[config.mk]
export PLATFORM = sky130hd
export DESIGN_NAME = wsp_mul
export DESIGN_NICKNAME = d
export VERILOG_FILES = /design/src/design/wsp_pkg.sv /design/src/design/wsp_mul.sv
export SDC_FILE = /design/constraint.sdc
export NUM_CORES = 2
export LEC_CHECK = 0
export ABC_AREA = 0
export BUFFER_PORTS_ARGS = -buffer_cell sky130_fd_sc_hd__buf_2
export CORE_UTILIZATION = 60
export CTS_CLUSTER_SIZE = 40
export DETAILED_ROUTE_END_ITERATION = 12
export GPL_TIMING_DRIVEN = 1
export PLACE_DENSITY = 0.81
export SYNTH_ARGS = -nofsm -noshare
export SYNTH_HDL_FRONTEND = slang
export SYNTH_SLANG_ARGS = --single-unit
[constraint.sdc]
create_clock -name i_clk -period 7.1 [get_ports i_clk]
set_input_delay 1.065 -clock i_clk [delete_from_list [all_inputs] [get_ports i_clk]]
set_output_delay 1.065 -clock i_clk [all_outputs]
set_load 0.02 [all_outputs]
[src/design/wsp_pkg.sv]
// Shared types, constants and helpers for the wheel speed PID drive.
`default_nettype none

package wsp_pkg;

    localparam int FRAC_BITS = 16;
    localparam int TURN_BITS = 16;

    localparam int MUL_A_W = 25;
    localparam int MUL_B_W = 34;
    localparam int PROD_W  = MUL_A_W + MUL_B_W;
    localparam int SUM_W   = PROD_W + 2;

    localparam logic signed [63:0] Q_ONE      = 64'sd1 <<< FRAC_BITS;
    localparam logic signed [63:0] Q_STEP_FWD = (Q_ONE + 64'sd5) / 64'sd10;
    localparam logic signed [63:0] Q_STEP_REV = (Q_ONE + 64'sd10) / 64'sd20;
    localparam logic signed [63:0] Q_LAUNCH   = ((64'sd17 <<< FRAC_BITS) + 64'sd5) / 64'sd10;
    localparam logic signed [63:0] Q_INT_CAP  = 64'sd255 <<< FRAC_BITS;

    localparam logic signed [63:0] S32_MAX = 64'sd2147483647;
    localparam logic signed [63:0] S32_MIN = -64'sd2147483648;

    localparam logic [23:0] KP_RST          = 24'd273067;
    localparam logic [23:0] KI_DT_RST       = 24'd98304;
    localparam logic [23:0] KD_DT_RST       = 24'd524288;
    localparam logic [19:0] SPEED_DEG_RST   = 20'd9471;
    localparam logic [23:0] SPEED_LIMIT_RST = 24'd393216;
    localparam logic [7:0]  CEILING_RST     = 8'd128;
    localparam logic [7:0]  EASY_DRIVE_RST  = 8'd42;
    localparam logic [7:0]  FLOOR_RST       = 8'd28;

    typedef enum logic [1:0] {
        OP_TICK,
        OP_ACCEL,
        OP_DIR,
        OP_EASY
    } t_op;

    typedef enum logic [1:0] {
        CMD_FWD,
        CMD_BACK,
        CMD_BRAKE,
        CMD_OTHER
    } t_cmd;

    typedef enum logic [2:0] {
        CFG_KP,
        CFG_KI_DT,
        CFG_KD_DT,
        CFG_SPEED_PER_DEGREE,
        CFG_SPEED_LIMIT,
        CFG_PID_CEILING,
        CFG_EASY_DRIVE,
        CFG_PID_FLOOR
    } t_cfg_idx;

    typedef enum logic [3:0] {
        S_IDLE,
        S_DEG,
        S_RAW,
        S_PRES,
        S_ERR,
        S_MP,
        S_MI,
        S_MD,
        S_SUM,
        S_DRV,
        S_OUT
    } t_state;

    typedef struct packed {
        logic [1:0]         opcode;
        logic [1:0]         command;
        logic [8:0]         left_ang;
        logic signed [15:0] left_turns;
        logic [8:0]         right_ang;
        logic signed [15:0] right_turns;
    } t_in_item;

    typedef struct packed {
        logic [7:0]         drive_value;
        logic signed [31:0] speed_now;
        logic               reverse_on;
        logic               easy_on;
    } t_out_item;

    typedef struct packed {
        logic [23:0] kp;
        logic [23:0] ki_dt;
        logic [23:0] kd_dt;
        logic [19:0] speed_per_degree;
        logic [23:0] speed_limit;
        logic [7:0]  pid_ceiling;
        logic [7:0]  easy_drive;
        logic [7:0]  pid_floor;
    } t_cfg;

    function automatic logic signed [31:0] sat32(input logic signed [63:0] x);
        if (x > S32_MAX) begin
            return 32'sh7FFFFFFF;
        end else if (x < S32_MIN) begin
            return 32'sh80000000;
        end
        return x[31:0];
    endfunction

endpackage

`default_nettype wire

[src/design/wsp_mul.sv]
// Shared signed multiplier with a registered product.
`default_nettype none

module wsp_mul (
    input  wire logic                               i_clk,
    input  wire logic signed [wsp_pkg::MUL_A_W-1:0] i_a,
    input  wire logic signed [wsp_pkg::MUL_B_W-1:0] i_b,
    output logic signed [wsp_pkg::PROD_W-1:0]       o_prod
);
    import wsp_pkg::*;

    always_ff @(posedge i_clk) begin
        o_prod <= PROD_W'(i_a) * PROD_W'(i_b);
    end

endmodule

`default_nettype wire

* Yosys cells after proc, flatten, opt, wreduce, memory -nomap -nowiden
Index checks and enable logic that the tools add are counted.
** Storage, ports and cells
- Register bits after elaboration :: 59
- Bits of input ports :: 60
** Cells by class
- Multipliers :: 1
** Operators by type and width (count)
- 25-bit by 34-bit multiplier with 59-bit output :: 1

* Logic depth before layout (Yosys ltp)
- Depth in word-level cells :: 1
- Depth in mapped cells :: 27

* Worst setup path before layout
OpenSTA, ideal clock, no wires.
- Kind :: input port to flip-flop
- From :: in i_b[33] (netlist name)
- To :: reg o_prod[56] (netlist name)
- Arrival :: 7144 ps
- Path slack :: -116 ps
- Cell stages on the path :: 23
- Buffers on the path :: 2
- Cells stage by stage :: clkbuf_1 nand2_1 inv_1 fa_1 fa_1 inv_1 fa_1 inv_1 fa_1 fa_1 fa_1 inv_1 fa_1 inv_1 ha_1 clkbuf_1 a21oi_1 o21ai_0 or3_1 nor3_2 o31ai_4 a221oi_2 xnor2_1
** On the way
- Longest elaborated chain between the ends :: 1
** RTL lines
- start: declaration :: line wsp_mul.sv:7 : input wire logic signed [wsp_pkg::MUL_B_W-1:0] i_b,
- 25-bit by 34-bit multiplier with 59-bit output :: line wsp_mul.sv:13 : o_prod <= PROD_W'(i_a) * PROD_W'(i_b);
- end signal: assignment :: line wsp_mul.sv:13
- end: declaration :: line wsp_mul.sv:8 : output logic signed [wsp_pkg::PROD_W-1:0] o_prod
Every way passes these cells.

* Worst setup path after layout
- From :: in i_a[3] (netlist name)
- To :: reg o_prod[58] (netlist name)
** On the way
- Longest elaborated chain between the ends :: 1
** RTL lines
- start: declaration :: line wsp_mul.sv:6 : input wire logic signed [wsp_pkg::MUL_A_W-1:0] i_a,
- 25-bit by 34-bit multiplier with 59-bit output :: line wsp_mul.sv:13
Every way passes these cells.

==> results.toml <==
[synthesis]
synth_edf_count = 0
async_flop_share_pct = 0
yosys-top-cells-area = "fa_1 56%, inv_1 9.8%, and2_1 8.6%"
synth_area_mm2 = 0.0309
synth-seq-area-share_pct = 3.82
yosys_warnings = 0
ys_types = 65
post-synth-top-count-cell = "fa_1"
synth_top_area_share_pct = 56.0
synth_area_per_cell_um2 = 9.45
synth_top_area_cell = "fa_1"
syn_inst = 3272
syn_nets = 4356
synth.top_cells.by_count = "865 x fa_1, 810 x inv_1, 431 x nand2_1"
ys_seq_elements = 59
synthFlopType = "dfxtp_1"

[finish]
syn_to_final_growth_pct = 18.7
drive_gt1_share_pct = 20.0
top_register = "o_prod"
top_regs = "o_prod: 59 flops"
fin_cells = 4312
final_net_count = 4718
largest_register_ffs = 59

[detailed_routing]
num_vias = 23900
dr.pass1.iters = 7
drc = 0
via_per_inst = 5.53
routed_wl_mm = 86.8
wl_per_cell_um = 20.1
ant_nets = 0
drt_iter0_drc = 1817

[status]
outcome = "finished with violations"
violations = "setup timing"

[worst_setup_path]
criticalPathCategory = "input port to flip-flop"
cp_data_required_time_ns = 7.33
worstSetupEndpointType = "flip-flop"
arrival_ns = 7.40
critPathLaunchType = "input port"
crit_start = "i_a[3]"
crit_fanout = 16

[floorplan]
fp.dieH_um = 229
die_w_um = 229
start_util_pct = 61.3
core_mm2 = 0.0505
dieArea_mm2 = 0.0525
ios = 119
rows = 82

[clock_network]
clockRootBuffer = "clkbuf_16"
cts_buffers = 9
h-tree-depth = 3
cts.sinks = 59
path_clk_slew_ns = 0.06
cts_tree = "built"
cts_hold_buf = 0
clock_path_buffers = 2

[grt]
grt_overflow = 0
grtUsageTotal_pct = 33.5
grt_start_max_net_pins = 24
grt_pass1_wl_mm = 136
grt_pass1_vias = 26600
antenna_found_initial = 4

[sta]
setup_viol = 1
slew_headroom_pct = 61.9
clock.fmax_mhz = 139
postLayoutSetupSlackWorst_ns = -0.0713
maxSlewViolCount = 0
hold_viol = 0
period_share_pct = 101
rsz0062_at_grt = "yes"
final.min_clock_period_ns = 7.17
worst_pin_slew_ns = 0.571
finalSetupTns_ns = -0.0713

[hold_path]
hp-start = "i_b[0]"
min_path_type = "input port to flip-flop"

[placement]
place_inst = 4263
hpwl_mm = 71.9
port_buffers = 118
gp_congestion = 0.962
pre_cts_slack_ns = -0.780

[run]
max_cap_viol_count = 0
stage by stage:
stage / util, % / area, µm² / hold WS (ns)
global placement: 68.8 / 34800 / 1.48
detailed placement: 68.8 / 34800 / 1.48
global route: 72.7 / 36700 / 1.33
CTS: 70.6 / 35600 / 1.31
floorplan: - / 30900 / 1.19
finish: 72.7 / 36700 / 1.33
final timing paths:
kind	end	depth (start not counted)	slack (ns)
hold / removal	o_prod[0]$_DFF_P_	3	1.33
setup / recovery	o_prod[58]$_DFF_P_	25	-0.07
critical path: stages:
cell,delay (ns)
buf_8,0.13
buf_4,0.15
and2_1,0.15
fa_1,0.51
fa_1,0.66
inv_1,0.10
fa_1,0.50
fa_1,0.51
inv_1,0.05
fa_1,0.48
fa_1,0.52
inv_1,0.05
fa_1,0.47
inv_1,0.04
ha_1,0.27
buf_4,0.16
a21oi_2,0.13
nand2_1,0.11
a221oi_2,0.30
a21oi_2,0.12
o21ai_2,0.21
a31oi_2,0.16
o211ai_1,0.25
nand2_1,0.09
a22o_1,0.18
cell usage in the layout, fill, tap and decap left out, drive strengths merged, types with 2 or more instances in the layout:
| cell | synthesis | routed |
|---|---|---|
| a211oi | 4 | 4 |
| clkinv | 0 | 3 |
| nor4 | 2 | 2 |
| o21bai | 13 | 13 |
| nand2b | 11 | 11 |
| ha | 159 | 159 |
| and4 | 3 | 3 |
| o21ai | 24 | 24 |
| nand3 | 10 | 10 |
| or3 | 4 | 4 |
| a21boi | 3 | 3 |
| and2 | 425 | 425 |
| nor2b | 31 | 31 |
| o221ai | 2 | 2 |
| nor2 | 25 | 25 |
| clkbuf | 157 | 17 |
| a41oi | 2 | 2 |
| nand4 | 8 | 8 |
| buf | 5 | 506 |
| fa | 865 | 865 |
| or2 | 2 | 2 |
| dfxtp | 59 | 59 |
| o21a | 6 | 6 |
| a22o | 2 | 2 |
| and3 | 14 | 14 |
| o211ai | 7 | 7 |
| a31oi | 11 | 11 |
| xnor2 | 52 | 52 |
| a21o | 22 | 22 |
| inv | 811 | 812 |
| nand2 | 431 | 431 |
| a221oi | 6 | 6 |
| nor3 | 6 | 6 |
| o31ai | 5 | 5 |
| a21oi | 57 | 57 |
| xor2 | 15 | 15 |
area by class of cell:
cell class                 count  area, µm²
antenna                        1       2.50
clock inverter                 5       38.8
clock buffer                  11        233
inverter                     811       3040
timing repair buffer         513       4380
multi-input combinational   2240      27000
sequential                    59       1180
tap                          672        841
fill                        3368      13800
routing by layer:
layer,GRT usage (%),wire [µm],up-vias
met5,0,14,-
met4,18.5,6390,2
met3,4.83,6010,385
met2,59.0,44900,1181
met1,39.3,29600,12200
li1,-,-,10100
logic make-up after synthesis:
group	after synthesis	synth area share, %
AOI/OAI and AO/OA	173	3.88
xor gates and xnor gates	67	1.90
adders and majority gates	1024	62.4
buffers and inverters	973	11.8
DFF	59	3.82
muxes	1	0.0364
and+or+nand+nor	975	16.1
what timing repair did:
item,CTS,global route
gates cloned,2,3
buffers inserted,6,21
endpoints found under the setup margin,25,28
pin swaps,74,146
resized for setup,139,204
Power is left out: the tool's default activity adds up to more than one toggle a clock period on the data nets, which glitch-free logic cannot reach.
