## src/design/wsp_pkg.sv

```systemverilog
// Shared types, constants and helpers for the wheel speed PID drive.
`default_nettype none

package wsp_pkg;

    localparam int FRAC_BITS = 16;
    localparam int TURN_BITS = 16;

    localparam int MUL_A_W = 25;
    localparam int MUL_B_W = 34;
    localparam int PROD_W  = MUL_A_W + MUL_B_W;
    localparam int SUM_W   = PROD_W + 2;

    localparam logic signed [63:0] Q_ONE      = 64'sd1 <<< FRAC_BITS;
    localparam logic signed [63:0] Q_STEP_FWD = (Q_ONE + 64'sd5) / 64'sd10;
    localparam logic signed [63:0] Q_STEP_REV = (Q_ONE + 64'sd10) / 64'sd20;
    localparam logic signed [63:0] Q_LAUNCH   = ((64'sd17 <<< FRAC_BITS) + 64'sd5) / 64'sd10;
    localparam logic signed [63:0] Q_INT_CAP  = 64'sd255 <<< FRAC_BITS;

    localparam logic signed [63:0] S32_MAX = 64'sd2147483647;
    localparam logic signed [63:0] S32_MIN = -64'sd2147483648;

    localparam logic [23:0] KP_RST          = 24'd273067;
    localparam logic [23:0] KI_DT_RST       = 24'd98304;
    localparam logic [23:0] KD_DT_RST       = 24'd524288;
    localparam logic [19:0] SPEED_DEG_RST   = 20'd9471;
    localparam logic [23:0] SPEED_LIMIT_RST = 24'd393216;
    localparam logic [7:0]  CEILING_RST     = 8'd128;
    localparam logic [7:0]  EASY_DRIVE_RST  = 8'd42;
    localparam logic [7:0]  FLOOR_RST       = 8'd28;

    typedef enum logic [1:0] {
        OP_TICK,
        OP_ACCEL,
        OP_DIR,
        OP_EASY
    } t_op;

    typedef enum logic [1:0] {
        CMD_FWD,
        CMD_BACK,
        CMD_BRAKE,
        CMD_OTHER
    } t_cmd;

    typedef enum logic [2:0] {
        CFG_KP,
        CFG_KI_DT,
        CFG_KD_DT,
        CFG_SPEED_PER_DEGREE,
        CFG_SPEED_LIMIT,
        CFG_PID_CEILING,
        CFG_EASY_DRIVE,
        CFG_PID_FLOOR
    } t_cfg_idx;

    typedef enum logic [3:0] {
        S_IDLE,
        S_DEG,
        S_RAW,
        S_PRES,
        S_ERR,
        S_MP,
        S_MI,
        S_MD,
        S_SUM,
        S_DRV,
        S_OUT
    } t_state;

    typedef struct packed {
        logic [1:0]         opcode;
        logic [1:0]         command;
        logic [8:0]         left_ang;
        logic signed [15:0] left_turns;
        logic [8:0]         right_ang;
        logic signed [15:0] right_turns;
    } t_in_item;

    typedef struct packed {
        logic [7:0]         drive_value;
        logic signed [31:0] speed_now;
        logic               reverse_on;
        logic               easy_on;
    } t_out_item;

    typedef struct packed {
        logic [23:0] kp;
        logic [23:0] ki_dt;
        logic [23:0] kd_dt;
        logic [19:0] speed_per_degree;
        logic [23:0] speed_limit;
        logic [7:0]  pid_ceiling;
        logic [7:0]  easy_drive;
        logic [7:0]  pid_floor;
    } t_cfg;

    function automatic logic signed [31:0] sat32(input logic signed [63:0] x);
        if (x > S32_MAX) begin
            return 32'sh7FFFFFFF;
        end else if (x < S32_MIN) begin
            return 32'sh80000000;
        end
        return x[31:0];
    endfunction

endpackage

`default_nettype wire

```

## src/design/wsp_drive.sv

```systemverilog
// Shaping of the PID sum into the 8-bit motor drive value.
`default_nettype none

module wsp_drive (
    input  wire logic signed [wsp_pkg::SUM_W-1:0] i_sum,
    input  wire logic                             i_reverse,
    input  wire logic signed [31:0]               i_target,
    input  wire wsp_pkg::t_cfg                    i_cfg,
    output logic [7:0]                            o_drive
);
    import wsp_pkg::*;

    localparam int ADJW = FRAC_BITS + 16;
    localparam logic [ADJW-1:0] BIAS = ADJW'((64'd1 << FRAC_BITS) - 64'd1);

    logic [ADJW-1:0]    adj;
    logic signed [15:0] whole;
    logic signed [16:0] w17;
    logic signed [16:0] dir;
    logic [7:0]         clamped;
    logic [7:0]         lifted;
    logic [7:0]         capped;

    always_comb begin
        adj   = i_sum[ADJW-1:0] + (i_sum[SUM_W-1] ? BIAS : '0);
        whole = adj[ADJW-1:FRAC_BITS];
        w17   = {whole[15], whole};
        dir   = i_reverse ? -w17 : w17;
        if (dir < 17'sd0) begin
            clamped = 8'd0;
        end else if (dir > 17'sd255) begin
            clamped = 8'd255;
        end else begin
            clamped = dir[7:0];
        end
        lifted = (clamped != 8'd0 && clamped <= i_cfg.pid_floor) ? i_cfg.pid_floor : clamped;
        capped = (lifted > i_cfg.pid_ceiling) ? i_cfg.pid_ceiling : lifted;
        if (i_target > 32'sd0 && 64'(i_target) <= Q_LAUNCH) begin
            o_drive = i_cfg.pid_floor;
        end else begin
            o_drive = capped;
        end
    end

endmodule

`default_nettype wire

```

## config.mk

```make
export PLATFORM = sky130hd
export DESIGN_NAME = wsp_drive
export DESIGN_NICKNAME = d
export VERILOG_FILES = /design/src/design/wsp_pkg.sv /design/src/design/wsp_drive.sv
export SDC_FILE = /design/constraint.sdc
export NUM_CORES = 1
export LEC_CHECK = 0
export BUFFER_PORTS_ARGS = -buffer_cell sky130_fd_sc_hd__buf_2
export CORE_AREA = 2 2 94 96
export DETAILED_ROUTE_END_ITERATION = 10
export DIE_AREA = 0 0 96 98
export GPL_TIMING_DRIVEN = 0
export PLACE_DENSITY = 0.68
export SETUP_SLACK_MARGIN = 0.3
export SLEW_MARGIN = 20
export SYNTH_ARGS = -nofsm -noshare
export SYNTH_HDL_FRONTEND = slang
export SYNTH_SLANG_ARGS = --single-unit
```

## constraint.sdc

```tcl
create_clock -name vclk -period 12.2
set_clock_uncertainty 0.2 [all_clocks]
set_input_delay 1.83 -clock vclk [all_inputs]
set_output_delay 1.83 -clock vclk [all_outputs]
set_load 0.01 [all_outputs]
```

After elaboration in Yosys (flattened, before gate mapping)
Cells that the tools add are included.
{ "classes": {"addsub": 2, "n_lt_le_gt_ge": 6, "muxes": 7, "reduce_logical": 3} }
{ "op_table": {"columns": ["op", "count"], "rows": [
  ["$mux 8", 5],
  ["$add 32x16->32", 1],
  ["$gt 32x1->1 const B", 1],
  ["$le 32x18->1 const B", 1],
  ["$gt 17x9->1 const B", 1],
  ["$lt 17x1->1 const B", 1],
  ["$mux 17", 1],
  ["$neg 16->17", 1],
  ["$mux 16", 1],
  ["$gt 8x8->1", 1],
  ["$le 8x8->1", 1],
  ["$reduce_bool 8->1", 1],
  ["$logic_and 1x1->1", 2]
]} }
{ "word_totals": {"ff_bits": 0, "inputBits": 234, "out_inout_bits": 8, "elab_cells": 18} }

Logic depth before layout (Yosys ltp)
Gate-level depths: netlist (run 1).
{ "logic_depth": {"word_depth": 13, "depth_mapped": 38, "ltp_nobuf": 36} }

Worst setup path after synthesis (run 1)
Ideal clock, no wire load.
{ "synth_path": {"path_kind": "input-to-output", "startpoint": "in i_sum[14] in the netlist's numbering", "endpoint": "out o_drive[6]", "t_arrival_ns": 8.326, "required_ns": 10.170, "slack_ns": 1.844, "path_stages": 36, "path_cell_list": "ha_1 a211oi_1 nor2_1 a31oi_1 a21oi_1 or2_2 nand2_1 ha_1 o21ai_1 o2111a_1 o31a_1 a311oi_1 nand4_4 o21ai_0 inv_1 ha_1 a21o_1 a21o_1 a21oi_1 o21ai_0 o21ai_0 o311ai_4 clkbuf_1 o21ai_0 ha_1 nor2b_1 o21a_1 o21ai_0 nand2b_1 a21oi_1 o21ai_0 o21ai_1 clkbuf_1 nor2_1 a31oi_1 a2bb2oi_1"} }
{ "synth_via": {"elab_chain_cells": 12, "word_cells_on_any_way": 14, "classes_between": "2 x add/sub; 4 x order compare; 6 x mux; 2 x reduce/logical"} }
{ "synth_rtl": {"columns": ["item", "line_no", "text"], "rows": [
  ["start: declaration", "wsp_drive.sv:5", "input wire logic signed [wsp_pkg::SUM_W-1:0] i_sum,"],
  ["$add 32x16->32 *", "wsp_drive.sv:25", "adj = i_sum[ADJW-1:0] + (i_sum[SUM_W-1] ? BIAS : '0);"],
  ["$neg 16->17", "wsp_drive.sv:28", "dir = i_reverse ? -w17 : w17;"],
  ["$mux 17 *", "wsp_drive.sv:28", null],
  ["$gt 17x9->1", "wsp_drive.sv:31", "end else if (dir > 17'sd255) begin"],
  ["$mux 8", "wsp_drive.sv:31", null],
  ["$mux 8 *", "wsp_drive.sv:29", "if (dir < 17'sd0) begin"],
  ["$le 8x8->1 / $reduce_bool 8->1 (equally long branches)", "wsp_drive.sv:36", "lifted = (clamped != 8'd0 && clamped <= i_cfg.pid_floor) ? i_cfg.pid_floor : clamped;"],
  ["$logic_and 1x1->1", "wsp_drive.sv:36", null],
  ["$mux 8 *", "wsp_drive.sv:36", null],
  ["$gt 8x8->1", "wsp_drive.sv:37", "capped = (lifted > i_cfg.pid_ceiling) ? i_cfg.pid_ceiling : lifted;"],
  ["$mux 8 *", "wsp_drive.sv:37", null],
  ["$mux 8 *", "wsp_drive.sv:38", "if (i_target > 32'sd0 && 64'(i_target) <= Q_LAUNCH) begin"],
  ["end: declaration", "wsp_drive.sv:9", "output logic [7:0] o_drive"]
]} }
Mark *: on every way between the ends. The rest lies on a longest branch, timed or not.

Worst setup path after layout (run 1)
{ "layout_path": {"startpoint": "in i_sum[60] in the netlist's numbering", "endpoint": "out o_drive[6]"} }
{ "layout_via": {"elab_chain_cells": 13, "word_cells_on_any_way": 15, "classes_between": "2 x add/sub; 4 x order compare; 7 x mux; 2 x reduce/logical"} }
{ "layout_rtl": {"columns": ["item", "line_no"], "rows": [
  ["$mux 16 *", "wsp_drive.sv:25"],
  ["$add 32x16->32 *", "wsp_drive.sv:25"],
  ["$neg 16->17", "wsp_drive.sv:28"],
  ["$mux 17 *", "wsp_drive.sv:28"],
  ["$gt 17x9->1", "wsp_drive.sv:31"],
  ["$mux 8", "wsp_drive.sv:31"],
  ["$mux 8 *", "wsp_drive.sv:29"],
  ["$le 8x8->1 / $reduce_bool 8->1 (equally long branches)", "wsp_drive.sv:36"],
  ["$logic_and 1x1->1", "wsp_drive.sv:36"],
  ["$mux 8 *", "wsp_drive.sv:36"],
  ["$gt 8x8->1", "wsp_drive.sv:37"],
  ["$mux 8 *", "wsp_drive.sv:37"],
  ["$mux 8 *", "wsp_drive.sv:38"]
]} }
Marked as above.

==> results of run 1 <==
-- worst min-delay path: cells and delay by family --
kind / cells / cell delay [ns]
buffers and inverters: 3 / 0.32
AOI/OAI and AO/OA: 1 / 0.08
-- routing by layer --
metal | global-route usage, % | vias to the layer above
li1 | - | 1602
met1 | 22.21 | 1395
met2 | 25.11 | 118
met3 | 3.009 | 6
met4 | 1.209 | 0
met5 | 0 | -
-- final cells by class --
cell class,instances,area (µm²)
Buffer,8,42.54
Fill cell,911,5390
Inverter,33,123.9
Multi-Input combinational cell,326,2326
Tap cell,108,135.1
Timing Repair Buffer,89,447.9
-- metrics by stage --
step	area (µm²)	util (%)	total power (W)	worst slack, ns	cells
global route	3075	36.33	0.0001577	0.3447	564
global placement	3034	35.84	0.0001337	0.3902	564
detailed placement	3034	35.84	0.0001364	0.2847	564
CTS	3048	36.00	0.0001378	0.3237	564
floorplan	2454	-	0.00008980	1.844	367
finish	3075	36.33	0.0001405	0.8629	564
-- power groups by stage --
stage          combinational (W)  sequential (W)  clock, W
2_1_floorplan          0.0000898               0         0
3_3_place_gp            0.000134               0         0
3_5_place_dp            0.000136               0         0
4_1_cts                 0.000138               0         0
5_1_grt                 0.000158               0         0
6_report                0.000141               0         0
-- worst min-delay path by stage --
stage               startpoint    endpoint  slack, ns  depth (start not counted)
detailed placement    i_cfg[6]  o_drive[6]       3.86                          4
global route          i_cfg[6]  o_drive[6]       3.93                          4
finish                i_cfg[6]  o_drive[6]       3.87                          4
CTS                   i_cfg[6]  o_drive[6]       3.87                          4
floorplan             i_cfg[6]  o_drive[6]       3.61                          2
global placement      i_cfg[6]  o_drive[6]       3.85                          4
-- cells by family after synthesis --
| logic type | Yosys count | share of synthesized area (%) |
|---|---|---|
| buffers and inverters | 41 | 6.629 |
| and+or+nand+nor | 146 | 31.92 |
| adders and majority gates | 32 | 16.32 |
| xor gates and xnor gates | 15 | 5.354 |
| AOI/OAI and AO/OA | 129 | 38.09 |
| muxes | 4 | 1.683 |
-- cells in the final DEF, fill, tap and decap left out, types with 4 or more instances in the layout --
cell and count:
o21ai_1 6, a21o_1 6, clkbuf_1 5, nor3_1 6
buf_2 89, nor4_1 12, o21a_1 5, xnor2_1 11
o2bb2a_2 4, nand4_1 13, and3_1 5, nor2b_1 8
a21oi_1 20, o31a_1 4, nand2b_1 6, or3_1 7
a211oi_1 7, and2_1 5, xor2_1 4, nand3_1 9
ha_1 32, a31oi_1 12, inv_1 33, o21ai_0 26
nor2_1 30, nand2_1 32, a221oi_1 4
==> results.yml, run 1 <==
global_route:
  antenna_found_initial: 0
  grt_max_degree: 17
  wire_length_of_the_first_global_routing_pass_um: 12520
  first_global_vias: 2855
  globalRoute.totalOverflow: 0
  grt_usage_pct: 15.56
route:
  drt-vias-per-instance: 5.534
  total_routed_wirelength_um: 7804
  drt_iter0_markers: 171
  remaining_drc_errors: 0
  highest-signal-layer: "met4"
  wl_per_instance_um: 13.84
  wl_met1_um: 3627
  routed-via-count: 3121
  detailedRoute.firstPassIterationCount: 5
  drtAntennaViolNets: 0
  met3_wirelength_um: 652
  met2RoutedLength_um: 3468
job:
  maxCapViolCount: 0
floorplan:
  io_pins: 242
  die_area_um2: 9408
  die_h_um: 98
  initial_util_pct: 28.98
  core.rowCount: 34
  core-area_um2: 8466
  die_x_um: 96
clock_network:
  post_cts_resized: 2
  cts-hold-fix-buffers: 0
  cts_setup_buffers: 0
cells_and_area:
  ff_latch_area_um2: 0
  sequential_cell_total: 0
  final_nets: 724
  area_growth_syn_to_layout_pct: 25.34
  fraction_of_layout_instances_using_a_drive_strength_above_1_pct: 25.44
  n_clock_buffer: 0
  number_of_inserted_diodes: 0
logic_synthesis:
  post-synth-top-area-cell: "ha_1"
  ys_top_cells_by_count: "33 x inv_1, 32 x ha_1, 32 x nand2_1"
  synth.lib_cells_used.distinct: 60
  synth.yosys.warnings: 0
  netlist_top_cells_area: "ha_1 16%, o21ai_0 5.7%, inv_1 5.0%"
  syn-instance-count: 367
  sequential_cell_area_fraction_in_the_yosys_report_pct: 0
  yosys.area.top_type_share_pct: 16.32
  synthesis.nets: 633
  cell_with_the_most_instances_after_synthesis: "inv_1"
  combined_area_of_all_synthesized_cells_um2: 2454
  postSynthAreaPerCell_um2: 6.686
sta:
  fmax_mhz: 88.21
  tightest_slew_ns: 1.011
  final.hold.worst_slack_ns: 3.866
  max-slew-margin-rel_pct: 32.13
  setup-tns-final_ns: 0
  number_of_hold_violations_in_the_final_report: 0
  min_period_over_period_pct: 92.93
  min_period_ns: 11.34
  report.final.slew_viol_count: 0
  setup-violations-final: 0
  rsz0062_at_grt: "no"
place:
  weighted_congestion_at_the_end_of_routability_driven_global_placement: 0.9478
  place_hpwl_um: 6723
  total_of_buffers_placed_on_input_and_output_ports: 89
setup_path:
  crit_path_start: "i_sum[60]"
  worst-path-buf-inv: 6
  path_class: "in -> out"
  cp_top_family: "compound AO/OA/AOI/OAI gates"
  timing.critical_path.to_type: "primary output"
  critPathMaxStageDelay_ns: 0.53
  crit_slowest_cell: "or4b_1"
  timing.critical_path.arrival_ns: 9.31
  critical_path_depth: 36
  cp_max_fo: 16
  startpoint_type: "input port"
  cpMostUsedCell: "o21ai_0"
  worst-endpoint-required_ns: 10.17
  endpoint_of_the_worst_setup_timing_path: "o_drive[6]"
power:
  net-switching-power_w: 0.00008119
  pwr-share-comb_pct: 100.0
  switching_share_pct: 57.78
  internal_power_component_w: 0.00005933
  clkPwrFrac_pct: 0
  share_of_power_burned_in_registers_pct: 0
  vdd_drop_max_uv: 15.69
  power_density_nw_per_um2: 45.69
  power.static_leakage_nw: 1.378
hold_path:
  timing.hold.worst.class: "in -> out"
status:
  status: "finished, final reports clean"
(Power assumes the default switching activity.)
==> inputs of run 2 (changes only) <==
Settings changed: CORE_AREA 2 2 94 96 to 2 2 95 97, DIE_AREA 0 0 96 98 to 0 0 97 99, PLACE_DENSITY 0.68 to 0.69.
Clock period 12.2 ns to 10.09 ns, I/O delays scaled along.
==> results.yml, run 2 (same netlist as run 1, synthesis figures left out) <==
status:
  status: "finished, final reports clean"
global_route:
  wire_length_of_the_first_global_routing_pass_um: 15610
  gr-usage-met2_pct: 34.56
  met1_usage_pct: 22.65
  grt_busiest_layer: "met2"
  antenna_found_initial: 0
  grt_max_degree: 11
  first_global_vias: 3375
  groute.layer.met3.usage_pct: 3.333
  grt_usage_pct: 18.57
  globalRoute.totalOverflow: 0
setup_path:
  crit_path_start: "i_sum[14]"
  crit_slowest_cell: "or4b_4"
  startpoint_type: "input port"
  endpoint_of_the_worst_setup_timing_path: "o_drive[7]"
  cp_top_family: "compound AO/OA/AOI/OAI gates"
  critPathMaxStageDelay_ns: 0.54
  worst-endpoint-required_ns: 8.38
  timing.critical_path.arrival_ns: 7.97
  path_class: "in -> out"
  cp_max_fo: 6
  timing.critical_path.to_type: "primary output"
  cpMostUsedCell: "o21ai_2"
  critical_path_depth: 37
  worst-path-buf-inv: 6
sta:
  rsz0062_at_grt: "yes"
  tightest_slew_ns: 0.9301
  min_period_over_period_pct: 96.00
  fmax_mhz: 103.2
  final_critical_path_setup_slack_ns: 0.4035
  max-slew-margin-rel_pct: 37.99
  min_period_ns: 9.686
  report.final.slew_viol_count: 0
  setup-violations-final: 0
  setup-tns-final_ns: 0
  number_of_hold_violations_in_the_final_report: 0
route:
  drt_iter0_markers: 123
  wl_per_instance_um: 16.21
  drtAntennaViolNets: 0
  detailedRoute.firstPassIterationCount: 4
  drt-vias-per-instance: 5.680
  total_routed_wirelength_um: 9842
  routed-via-count: 3448
  remaining_drc_errors: 0
place:
  place_hpwl_um: 6984
  total_of_buffers_placed_on_input_and_output_ports: 89
  setup_slack_placement_ns: -1.152
  weighted_congestion_at_the_end_of_routability_driven_global_placement: 0.9177
job:
  maxCapViolCount: 0
clock_network:
  cts-hold-fix-buffers: 0
cells_and_area:
  area_growth_syn_to_layout_pct: 70.12
  postLayoutCoreUtil_pct: 48.81
  mostFrequentLayoutCell: "buf_2"
  final_nets: 767
  most-common-layout-cells: "83 x buf_2, 36 x buf_4, 30 x nand2_1, 30 x inv_1, 26 x nor2_1"
  n_clock_buffer: 0
  ff_latch_area_um2: 0
  nFillCells: 810
  fraction_of_layout_instances_using_a_drive_strength_above_1_pct: 47.29
  sequential_cell_total: 0
  number_of_inserted_diodes: 0
power:
  vdd_drop_max_uv: 32.84
  power_density_nw_per_um2: 64.42
  power.static_leakage_nw: 1.727
floorplan:
  core.rowCount: 34
  initial_util_pct: 28.69
  die_x_um: 97
  io_pins: 242
  die_h_um: 99
  die_area_um2: 9603
  core-area_um2: 8551
hold_path:
  timing.hold.worst.class: "in -> out"
-- run 2: changes by cell type in the layout (fill, tap and decap cells not counted), sizes merged --
cell    before  now
buf         90  135
clkbuf       7    4
nand4       15   16
-- run 2: worst min path at each step --
| stage | startpoint | end | cells after the start |
|---|---|---|---|
| floorplan | i_cfg[6] | o_drive[6] | 2 |
| global placement | i_cfg[6] | o_drive[6] | 4 |
| detailed placement | i_cfg[6] | o_drive[6] | 4 |
| CTS | i_cfg[6] | o_drive[6] | 4 |
| global route | i_cfg[6] | o_drive[6] | 4 |
| finish | i_cfg[6] | o_drive[6] | 4 |
-- run 2: power breakdown --
part           internal (W)  leakage (nW)  switching (W)
combinational      0.000131          1.73       0.000138
sequential                0             0              0
clock                     0             0              0
-- run 2: stage by stage --
stage,hold slack [ns],cell area (µm²),power (W),cells
after global placement,3.207,3034,0.0001629,564
after floorplan,2.981,2454,0.0001086,367
after detailed placement,3.214,3034,0.0001670,564
after global routing,3.239,4174,0.0002906,607
after CTS,3.215,3784,0.0002203,593
final,3.220,4174,0.0002689,607
-- run 2: area by class of cell --
class	count	area (µm²)	share of cell area [%]
multi-input combinational	327	2974	71.25
timing repair buffer	131	869.6	20.83
tap	108	135.1	3.237
inverter	33	123.9	2.968
buffer	8	71.32	1.709
-- run 2: layer usage --
metal | share of wire [%] | wire length, µm | vias up
met3 | 6.7 | 656 | 18
met5 | 0 | 0 | -
met1 | 41 | 4021 | 1618
met2 | 51 | 5034 | 119
li1 | - | - | 1693
met4 | 1.3 | 130 | 0
-- run 2: timing repair --
| action | 4_1_cts | 5_1_grt |
|---|---|---|
| setup buffers | 26 | 14 |
| pin swaps | 21 | 38 |
| gates resized for setup | 103 | 61 |
| endpoints found under the setup margin | 8 | 8 |
| gates cloned | 3 | 0 |
-- run 2: worst min-delay path, cell delays in order --
cell and delay (ns):
buf_2 0.10, inv_1 0.09, a2bb2oi_1 0.07, buf_2 0.14
==> inputs of run 3 (changes only) <==
==> constraint.sdc (replaced) <==
create_clock -name vclk -period 10.09
set_clock_uncertainty 0.2 [all_clocks]
set_input_delay 1.009 -clock vclk [all_inputs]
set_output_delay 1.009 -clock vclk [all_outputs]
set_load 0.01 [all_outputs]
==> results.yml, run 3 (same netlist as run 1, synthesis figures left out) <==
setup_path:
  startpoint_type: "input port"
  worst-endpoint-required_ns: 8.88
  crit_slowest_cell: "a311oi_4"
  path_class: "in -> out"
  cp_top_family: "compound AO/OA/AOI/OAI gates"
  worst-path-buf-inv: 5
  critPathMaxStageDelay_ns: 0.36
  cp_max_fo: 16
  critical_path_depth: 37
  timing.critical_path.arrival_ns: 8.06
  timing.critical_path.to_type: "primary output"
cells_and_area:
  fraction_of_layout_instances_using_a_drive_strength_above_1_pct: 31.03
  sequential_cell_total: 0
  n_clock_buffer: 0
  mostFrequentLayoutCell: "buf_2"
  number_of_inserted_diodes: 0
  ff_latch_area_um2: 0
  most-common-layout-cells: "90 x buf_2, 33 x inv_1, 32 x nand2_1, 29 x nor2_1, 29 x ha_1"
  area_growth_syn_to_layout_pct: 32.99
  final_nets: 732
route:
  routed-via-count: 3177
  remaining_drc_errors: 0
  drt_iter0_markers: 121
  wl_per_instance_um: 14.86
  total_routed_wirelength_um: 8501
  detailedRoute.firstPassIterationCount: 4
  drtAntennaViolNets: 0
  drt-vias-per-instance: 5.554
sta:
  setup-violations-final: 0
  rsz0062_at_grt: "no"
  final.hold.worst_slack_ns: 2.209
  tightest_slew_ns: 0.6444
  final_critical_path_setup_slack_ns: 0.8215
  fmax_mhz: 107.9
  report.final.slew_viol_count: 0
  min_period_ns: 9.268
  max-slew-margin-rel_pct: 57.04
  min_period_over_period_pct: 91.86
  number_of_hold_violations_in_the_final_report: 0
floorplan:
  core-area_um2: 8551
  die_area_um2: 9603
  die_x_um: 97
  initial_util_pct: 28.69
  core.rowCount: 34
  io_pins: 242
  die_h_um: 99
status:
  status: "finished, final reports clean"
global_route:
  grt_max_degree: 17
  globalRoute.totalOverflow: 0
  first_global_vias: 3093
  antenna_found_initial: 0
  grt_usage_pct: 16.32
  wire_length_of_the_first_global_routing_pass_um: 13830
hold_path:
  timing.hold.worst.class: "in -> out"
  hold_path_depth: 4
place:
  total_of_buffers_placed_on_input_and_output_ports: 89
  weighted_congestion_at_the_end_of_routability_driven_global_placement: 0.9177
  place_hpwl_um: 6984
  setup_slack_placement_ns: -0.1431
clock_network:
  cts-hold-fix-buffers: 0
power:
  vdd_drop_max_uv: 25.61
  power.static_leakage_nw: 1.435
  power_density_nw_per_um2: 57.51
  finalPower_w: 0.0001877
job:
  maxCapViolCount: 0
==> run 3: changes by cell type in the layout (fill, tap and decap cells not counted), moves of 5 or more <==
cell      delta
buf_2        +7
o21ai_1      -5
buf_6       -10
a21oi_2      -7
o21ai_4      -5
o2bb2a_4     -5
ha_1        +13
buf_4       -28
a21oi_1      +7
o21ai_0     +13
ha_4        -15
==> run 3: worst min-delay path, stage by stage <==
cell	delay, ns
buf_2	0.10
inv_1	0.09
a2bb2oi_1	0.07
buf_2	0.14
==> run 3: path summary, 6_finish.rpt <==
check | start | end | slack (ns)
worst max-delay path | i_sum[60] | o_drive[1] | 0.82
worst min-delay path | i_cfg[6] | o_drive[6] | 2.21
==> run 3: what timing repair did <==
action / in CTS / in global routing
setup endpoints to repair: 8 / 8
gates cloned: 0 / 1
pin swaps: 0 / 6
buffers inserted: 0 / 7
resized for setup: 9 / 34
==> run 3: final cells by class <==
type               count  area (µm²)
inverters             33       123.9
multi-input cells    327        2456
plain buffers          8       47.55
repair buffers        96       500.5
fillers              946        5288
well taps            108       135.1
==> run 3: report_power, final <==
group          internal [W]  switching [W]  total, W  leakage [nW]
Sequential                0              0         0             0
Combinational     0.0000793       0.000108  0.000188          1.43
Clock                     0              0         0             0
Total             0.0000793       0.000108  0.000188          1.43
==> run 3: layer usage <==
metal	vias up	GRT usage [%]	routed length (µm)
li1	1612	-	-
met1	1463	20.61	3809
met2	94	29.59	4047
met3	8	3.191	560
met4	0	1.950	85
met5	-	0	0
==> run 3: metrics by stage <==
stage	setup TNS [ns]	utilization [%]	std cells	cell area [µm²]
4_1_cts	0	35.81	564	3062
2_1_floorplan	0	-	367	2454
6_report	0	38.16	572	3263
5_1_grt	0	38.16	572	3263
3_5_place_dp	-0.8452	35.48	564	3034
3_3_place_gp	-0.01204	35.48	564	3034
